==> config.mk <==
export PLATFORM = sky130hd
export DESIGN_NAME = chp_sqrt
export DESIGN_NICKNAME = d
export VERILOG_FILES = /design/src/rtl/chp_pkg.sv /design/src/rtl/chp_sqrt.sv
export SDC_FILE = /design/constraint.sdc
export NUM_CORES = 1
export LEC_CHECK = 0
export BUFFER_PORTS_ARGS = -buffer_cell sky130_fd_sc_hd__buf_2
export CAP_MARGIN = 20
export CORE_MARGIN = 1.5
export CORE_UTILIZATION = 30
export DETAILED_ROUTE_END_ITERATION = 12
export PLACE_DENSITY = 0.46
export SYNTH_ARGS = -nofsm -noshare
export SYNTH_HDL_FRONTEND = slang
export SYNTH_SLANG_ARGS = --single-unit
==> constraint.sdc <==
create_clock -name clk -period 3.1 [get_ports clk]
set_input_delay 0.31 -clock clk [delete_from_list [all_inputs] [get_ports clk]]
set_output_delay 0.31 -clock clk [all_outputs]
set_load 0.02 [all_outputs]
==> src/rtl/chp_pkg.sv <==
// Shared types and constants for the caldera height pixel pipeline.
// Used by chp_sqrt, chp_exp and caldera_height_pixel; depends on nothing.
package chp_pkg;

  // Configuration register indexes
  typedef enum logic [3:0] {
    REG_CENTER_X          = 4'd0,
    REG_CENTER_Y          = 4'd1,
    REG_RIM_RADIUS        = 4'd2,
    REG_INNER_WIDTH       = 4'd3,
    REG_OUTER_WIDTH       = 4'd4,
    REG_BOTTOM_HEIGHT     = 4'd5,
    REG_RADIAL_NOISE_GAIN = 4'd6,
    REG_HEIGHT_NOISE_GAIN = 4'd7
  } reg_idx_t;

  // Q.12 value of one
  localparam logic signed [17:0] ONE_Q12 = 18'sd4096;

  // log2(e) and ln(2) in Q.30
  localparam logic [30:0] L2E_Q30 = 31'd1549082005;
  localparam logic [29:0] LN2_Q30 = 30'd744261118;

  // floor((2^32 - 1) / n) for the Horner divisions by n = 1..12
  localparam logic [31:0] RECIP [1:12] = '{
    32'd4294967295, 32'd2147483647, 32'd1431655765, 32'd1073741823,
    32'd858993459,  32'd715827882,  32'd613566756,  32'd536870911,
    32'd477218588,  32'd429496729,  32'd390451572,  32'd357913941
  };

  // Sideband carried alongside the square root
  typedef struct packed {
    logic signed [17:0] nr;   // radial noise offset
    logic signed [17:0] m;    // height noise multiplier, Q.12
  } sq_side_t;

  // Sideband carried alongside the exponential
  typedef struct packed {
    logic               in_bowl;
    logic               deep;   // bowl term applies (inside, r^2 below 64 si^2)
    logic [12:0]        zo;     // falloff height, Q.12
    logic signed [17:0] m;
  } ex_side_t;

endpackage

==> src/rtl/chp_sqrt.sv <==
// Pipelined integer square root, one result bit per stage (17 stages).
// Depends on chp_pkg for the sideband type.
module chp_sqrt (
  input  logic               clk,
  input  logic               rst,
  input  logic               in_valid,
  input  logic [33:0]        radicand,
  input  chp_pkg::sq_side_t  side_in,
  output logic               out_valid,
  output logic [16:0]        root,
  output chp_pkg::sq_side_t  side_out
);

  logic              vld [1:17];
  logic [33:0]       rem [1:17];
  logic [16:0]       rt  [1:17];
  chp_pkg::sq_side_t sd  [1:17];

  for (genvar s = 0; s < 17; s++) begin : g_stage
    localparam int I = 16 - s;
    logic              cur_vld;
    logic [33:0]       cur_rem;
    logic [16:0]       cur_rt;
    chp_pkg::sq_side_t cur_sd;
    logic [34:0]       trial;
    logic              take;

    if (s == 0) begin : g_first
      assign cur_vld = in_valid;
      assign cur_rem = radicand;
      assign cur_rt  = '0;
      assign cur_sd  = side_in;
    end else begin : g_next
      assign cur_vld = vld[s];
      assign cur_rem = rem[s];
      assign cur_rt  = rt[s];
      assign cur_sd  = sd[s];
    end

    // trial = 2*R*2^I + 2^(2I)
    assign trial = ({18'd0, cur_rt} << (I + 1)) + (35'd1 << (2 * I));
    assign take  = {1'b0, cur_rem} >= trial;

    always_ff @(posedge clk) begin
      if (rst) begin
        vld[s+1] <= 1'b0;
      end else begin
        vld[s+1] <= cur_vld;
      end
    end

    always_ff @(posedge clk) begin
      rem[s+1] <= take ? (cur_rem - trial[33:0]) : cur_rem;
      rt[s+1]  <= take ? (cur_rt | (17'd1 << I)) : cur_rt;
      sd[s+1]  <= cur_sd;
    end
  end

  assign out_valid = vld[17];
  assign root      = rt[17];
  assign side_out  = sd[17];

endmodule

Word-level counts from Yosys, hierarchy flattened
Memories as Yosys holds them, arrays and structs flattened.
Index checks and enable logic that the tools add are counted.
{ "word_totals": {"reg_bits": 0, "ram_bits": 1496, "out_inout_bits": 54, "n_memories": 4} }
{ "memory_table": {"columns": ["memory", "words", "word_bits", "rd", "rd_clocked_by_memory_dff", "wr", "line", "source"], "rows": [
  ["sd", 17, 36, 17, 0, 17, "chp_sqrt.sv:17", "chp_pkg::sq_side_t sd [1:17];"],
  ["rem", 17, 34, 16, 0, 17, "chp_sqrt.sv:15", "logic [33:0] rem [1:17];"],
  ["rt", 17, 17, 17, 0, 17, "chp_sqrt.sv:16", "logic [16:0] rt [1:17];"],
  ["vld", 17, 1, 17, 0, 17, "chp_sqrt.sv:14", "logic vld [1:17];"]
]} }
{ "classes": {"add_sub_neg": 33, "magnitude_cmp": 17, "n_mux": 54, "n_bitwise": 17} }
{ "op_table": {"columns": ["op", "n"], "rows": [
  ["two-way mux 34 bit", 17],
  ["greater-or-equal comparator 34 x 35 -> 1 bit", 2],
  ["subtractor 34 bit", 2],
  ["adder 33 x 31 -> 34 bit, second input constant", 1],
  ["greater-or-equal comparator 34 x 21 -> 1 bit", 1],
  ["greater-or-equal comparator 34 x 22 -> 1 bit", 1],
  ["greater-or-equal comparator 34 x 23 -> 1 bit", 1],
  ["greater-or-equal comparator 34 x 24 -> 1 bit", 1],
  ["greater-or-equal comparator 34 x 25 -> 1 bit", 1],
  ["greater-or-equal comparator 34 x 26 -> 1 bit", 1],
  ["greater-or-equal comparator 34 x 27 -> 1 bit", 1],
  ["greater-or-equal comparator 34 x 28 -> 1 bit", 1],
  ["greater-or-equal comparator 34 x 29 -> 1 bit", 1],
  ["greater-or-equal comparator 34 x 30 -> 1 bit", 1],
  ["greater-or-equal comparator 34 x 31 -> 1 bit", 1],
  ["greater-or-equal comparator 34 x 32 -> 1 bit", 1],
  ["greater-or-equal comparator 34 x 33 -> 1 bit", 1],
  ["greater-or-equal comparator 34 x 33 -> 1 bit, second input constant", 1],
  ["greater-or-equal comparator 34 bit", 1],
  ["subtractor 34 x 20 -> 34 bit", 1],
  ["subtractor 34 x 21 -> 34 bit", 1],
  ["subtractor 34 x 22 -> 34 bit", 1],
  ["subtractor 34 x 23 -> 34 bit", 1],
  ["subtractor 34 x 24 -> 34 bit", 1],
  ["43 further kinds", 79]
]} }

Logic depth before layout (Yosys ltp)
An unclocked memory read counts as a cell.
{ "logic_depth": {"word_depth": 4, "mapped_depth": 12, "mapped_depth_nobuf": 10} }

Worst setup path before layout
Ideal clock, no wire load.
{ "synth_timing": {"kind": "reg-to-reg", "from": "reg, netlist name rt[0][199]", "to": "reg, netlist name rem[0][441]", "arrival_time_ns": 2.571, "setup_slack_ns": 0.411, "stages_incl_launch_ff": 11, "synth_period_minus_slack_ns": 2.689, "path_cell_list": "dfxtp_1 inv_1 ha_1 nor4b_2 nand4_1 or4_1 o211a_1 a311o_2 nor3_2 nand4b_1 xnor2_1"} }

==> results.yml <==
drt:
  viasPerCell: 4.093
  drc: 0
  antenna_left: 0
  drt_iter0_drc: 833
  drt_first_pass_iters: 5
  wire_per_inst_um: 12.43
  finalWirelength_mm: 65.31
  via_count: 21500
critical_path:
  end_kind: "flop"
  reg2reg_to: "rem[0][543]"
  critPathRequiredTime_ns: 3.72
  r2r_cells: 11
  crit_fanout: 34
  cp-startpoint: "rt[0][241]"
  r2r-start: "rt[0][241]"
  worstPathCellList: "inv_1 -> ha_1 -> nor2b_1 -> o311a_1 -> o21bai_1 -> a21oi_1 -> or4b_1 -> buf_12 -> nand3_1 -> nor4_1 -> xor2_1"
  reg2reg_setup_slack_ns: 0.13
  crit_arrival_ns: 3.58
  cp_slowest_cell: "or4b_1"
  slowest_delay_ns: 0.58
  crit_path_end: "rem[0][543]"
  path_class: "reg -> reg"
  crit_path_start_kind: "flop"
sta:
  grt_setup_unrepaired: "yes"
  finalHoldViolCount: 0
  fmax_mhz: 337.0
  drv_slew: 0
  tightest_slew_ns: 0.6776
  setup_viol: 0
  fin_setup_tns_ns: 0
  relSlewSlack_pct: 54.35
  post-route-period-util_pct: 95.73
  fin_crit_ns: 2.968
  skew_ns: 0.05000
synth:
  syn-cell-area_um2: 38320
  post_synth_xor_area_fraction_pct: 4.822
  avgSynthCellArea_um2: 12.20
  netlist_instances: 3142
  synth_fa_ha_area_share_pct: 5.420
  ys_types: 72
  synth_edf_count: 0
  syn-num-nets: 3381
  async_reset_ff_share_pct: 0
  synthMuxAreaShare_pct: 1.084
  synth_top_family_by_area: "simple AND/OR/NAND/NOR gates"
  ys.flop_type: "dfxtp_1"
  yosys_warnings: 0
  synth_seq_cells: 1326
  ys_seq_area_share_pct: 69.27
  synth_compound_area_share_pct: 7.160
  synth-simple-area-share_pct: 9.912
global_routing:
  grt_max_degree: 35
  track_usage_pct: 10.26
  grtUsageMet2_pct: 17.78
  grt_util_met3_pct: 2.961
  grt.met1_usage_pct: 11.24
  antenna_found_initial: 0
  busiest_layer: "met2"
  grt_pass1_vias: 21930
  grt_overflow: 0
  grt_pass1_wl_mm: 107.9
power_and_ir_drop:
  leakagePower_nw: 20.66
  power_density_nw_per_um2: 1008
  peakVddDrop_v: 0.0005339
min_path:
  worstHoldPathType: "in -> reg"
place:
  gp_congestion: 0.8421
  dp_hpwl_mm: 46.47
  portBuffers: 126
floorplan:
  pin_count: 127
  initial_core_util_pct: 30.36
  die_area_um2: 129900
  die-height_um: 360.4
  row_count: 130
  die_w_um: 360.4
  core_area_um2: 126200
job:
  maxCapViolCount: 0
final_layout:
  fin_nets: 3727
  area_delta_synth_final_pct: 22.69
  multiInputGateArea_um2: 10910
  seqCellArea_um2: 26550
  layout-drive-gt1-share_pct: 12.57
  fin_util_pct: 37.25
  diodes: 0
  nFillCells: 12170
clocking:
  numCtsBuffers: 142
  cts_max_level: 4
  postCtsSetupBuffers: 0
  cts_tree: "done"
  cts_sinks: 1326
  clockBufferDepth: 3
  cts_root_buf: "clkbuf_16"
  clk_pin_slew_ns: 0.06
  insertion_delay_ns: 0.77
run_status:
  status: "completed"
==> per-stage QoR <==
| stage | power [mW] | hold WS (ns) | setup WS (ns) | cells | instance area (µm²) |
|---|---|---|---|---|---|
| floorplan | 27.71 | 0.3096 | 0.4110 | 3142 | 38320 |
| global placement | 30.07 | 0.3096 | 0.1815 | 4920 | 41150 |
| detailed placement | 30.08 | 0.3121 | 0.1068 | 4920 | 41150 |
| CTS | 48.18 | 0.07594 | 0.08542 | 5253 | 46990 |
| global route | 50.31 | 0.09531 | 0.001544 | 5253 | 47020 |
| finish | 47.40 | 0.1706 | 0.1323 | 5253 | 47020 |
==> routing by layer <==
layer  routed length [µm]  vias up  share of wire [%]
li1                     -    11330                  -
met1                28290     9648                 43
met2                31460      342                 48
met3                 2676      185                4.1
met4                 2890        0                4.4
met5                    0        -                  0
==> registers in the layout (all words and copies together) (netlist names) <==
signal and flops:
sd 612, rem 544, rt 153, vld 17
==> cell type report <==
| class | instances | share of cell area, % |
|---|---|---|
| inverters | 199 | 1.589 |
| well taps | 1650 | 4.391 |
| flip-flops and latches | 1326 | 56.46 |
| clock inverters | 71 | 2.483 |
| clock buffers | 188 | 8.353 |
| repair buffers | 236 | 3.518 |
| multi-input cells | 1583 | 23.21 |
==> cell usage after synthesis, types with 5 or more instances <==
cell | instances | share of area, %
buf_2 | 9 | 0.12
or3_1 | 26 | 0.42
o211ai_1 | 10 | 0.20
nor4_1 | 74 | 1.2
nand4_1 | 34 | 0.56
nor4b_1 | 7 | 0.16
xnor2_1 | 108 | 2.5
nand4b_1 | 9 | 0.21
and4b_1 | 6 | 0.16
inv_1 | 198 | 1.9
nand2_1 | 163 | 1.6
nor3b_1 | 10 | 0.20
ha_1 | 166 | 5.4
mux2_2 | 27 | 0.79
or2_2 | 11 | 0.18
or4_1 | 9 | 0.18
mux2i_1 | 10 | 0.26
xor2_1 | 103 | 2.4
nand2b_1 | 37 | 0.60
a21o_1 | 43 | 0.84
nor2_1 | 152 | 1.5
a21oi_1 | 126 | 1.6
o21a_1 | 37 | 0.72
nor2b_1 | 36 | 0.59
nand3_1 | 34 | 0.44
o21bai_1 | 10 | 0.20
dfxtp_1 | 1326 | 69
o31ai_1 | 16 | 0.31
a31oi_1 | 6 | 0.098
o21ai_0 | 126 | 1.6
o21ai_1 | 5 | 0.065
and3_1 | 12 | 0.20
a21boi_0 | 10 | 0.20
and2_1 | 11 | 0.18
nor3_1 | 73 | 0.95
clkbuf_1 | 23 | 0.23
a211oi_1 | 11 | 0.22
==> power by group <==
group	switching, mW	total (mW)	leakage [nW]	internal, mW
clock	6.90	17.6	2.46	10.7
sequential	1.70	21.4	11.1	19.7
combinational	4.41	8.34	7.05	3.93
==> worst min-delay path by stage <==
stage                       startpoint          to  slack [ns]  cells after the start
after detailed placement     sd[0][81]  sd[0][117]        0.31                      0
after CTS                 radicand[29]  rem[0][63]        0.08                      2
after floorplan              sd[0][64]  sd[0][100]        0.31                      0
final                     radicand[21]  rem[0][55]        0.17                      2
after global routing      radicand[29]  rem[0][63]         0.1                      2
after global placement      sd[0][495]  sd[0][531]        0.31                      0
==> placed cells by master, fill, tap and decap left out, drive strengths merged, types with 43 or more instances in the layout <==
cell,Yosys,layout
nand2,163,163
xnor2,108,108
a21o,43,43
clkbuf,23,188
inv,199,203
nor3,77,77
nor2,152,152
dfxtp,1326,1326
buf,10,162
xor2,103,103
nor4,76,76
dlygate4sd3,0,74
o21ai,131,131
ha,166,166
a21oi,127,127
==> critical path, delay by kind of cell (launching register included) <==
| kind | cells | cell delay [ns] |
|---|---|---|
| adder cells (fa/ha/maj) | 1 | 0.32 |
| flip-flops | 1 | 0.33 |
| buffers and inverters | 2 | 0.25 |
| XOR/XNOR | 1 | 0.15 |
| AND/OR/NAND/NOR | 4 | 0.97 |
| AO/OA/AOI/OAI | 3 | 0.79 |
==> logic make-up after synthesis <==
group | after synthesis
muxes | 38
and+or+nand+nor | 727
DFF | 1326
xor gates and xnor gates | 211
adders and majority gates | 166
buffers and inverters | 233
AOI/OAI and AO/OA | 441
==> what timing repair did <==
action / in CTS / in global routing
endpoints found under the setup margin: 0 / 12
endpoints found under the hold margin: 88 / 0
gates resized for setup: 0 / 7
hold buffers: 74 / 0
Power figures use the tool's default switching activity.
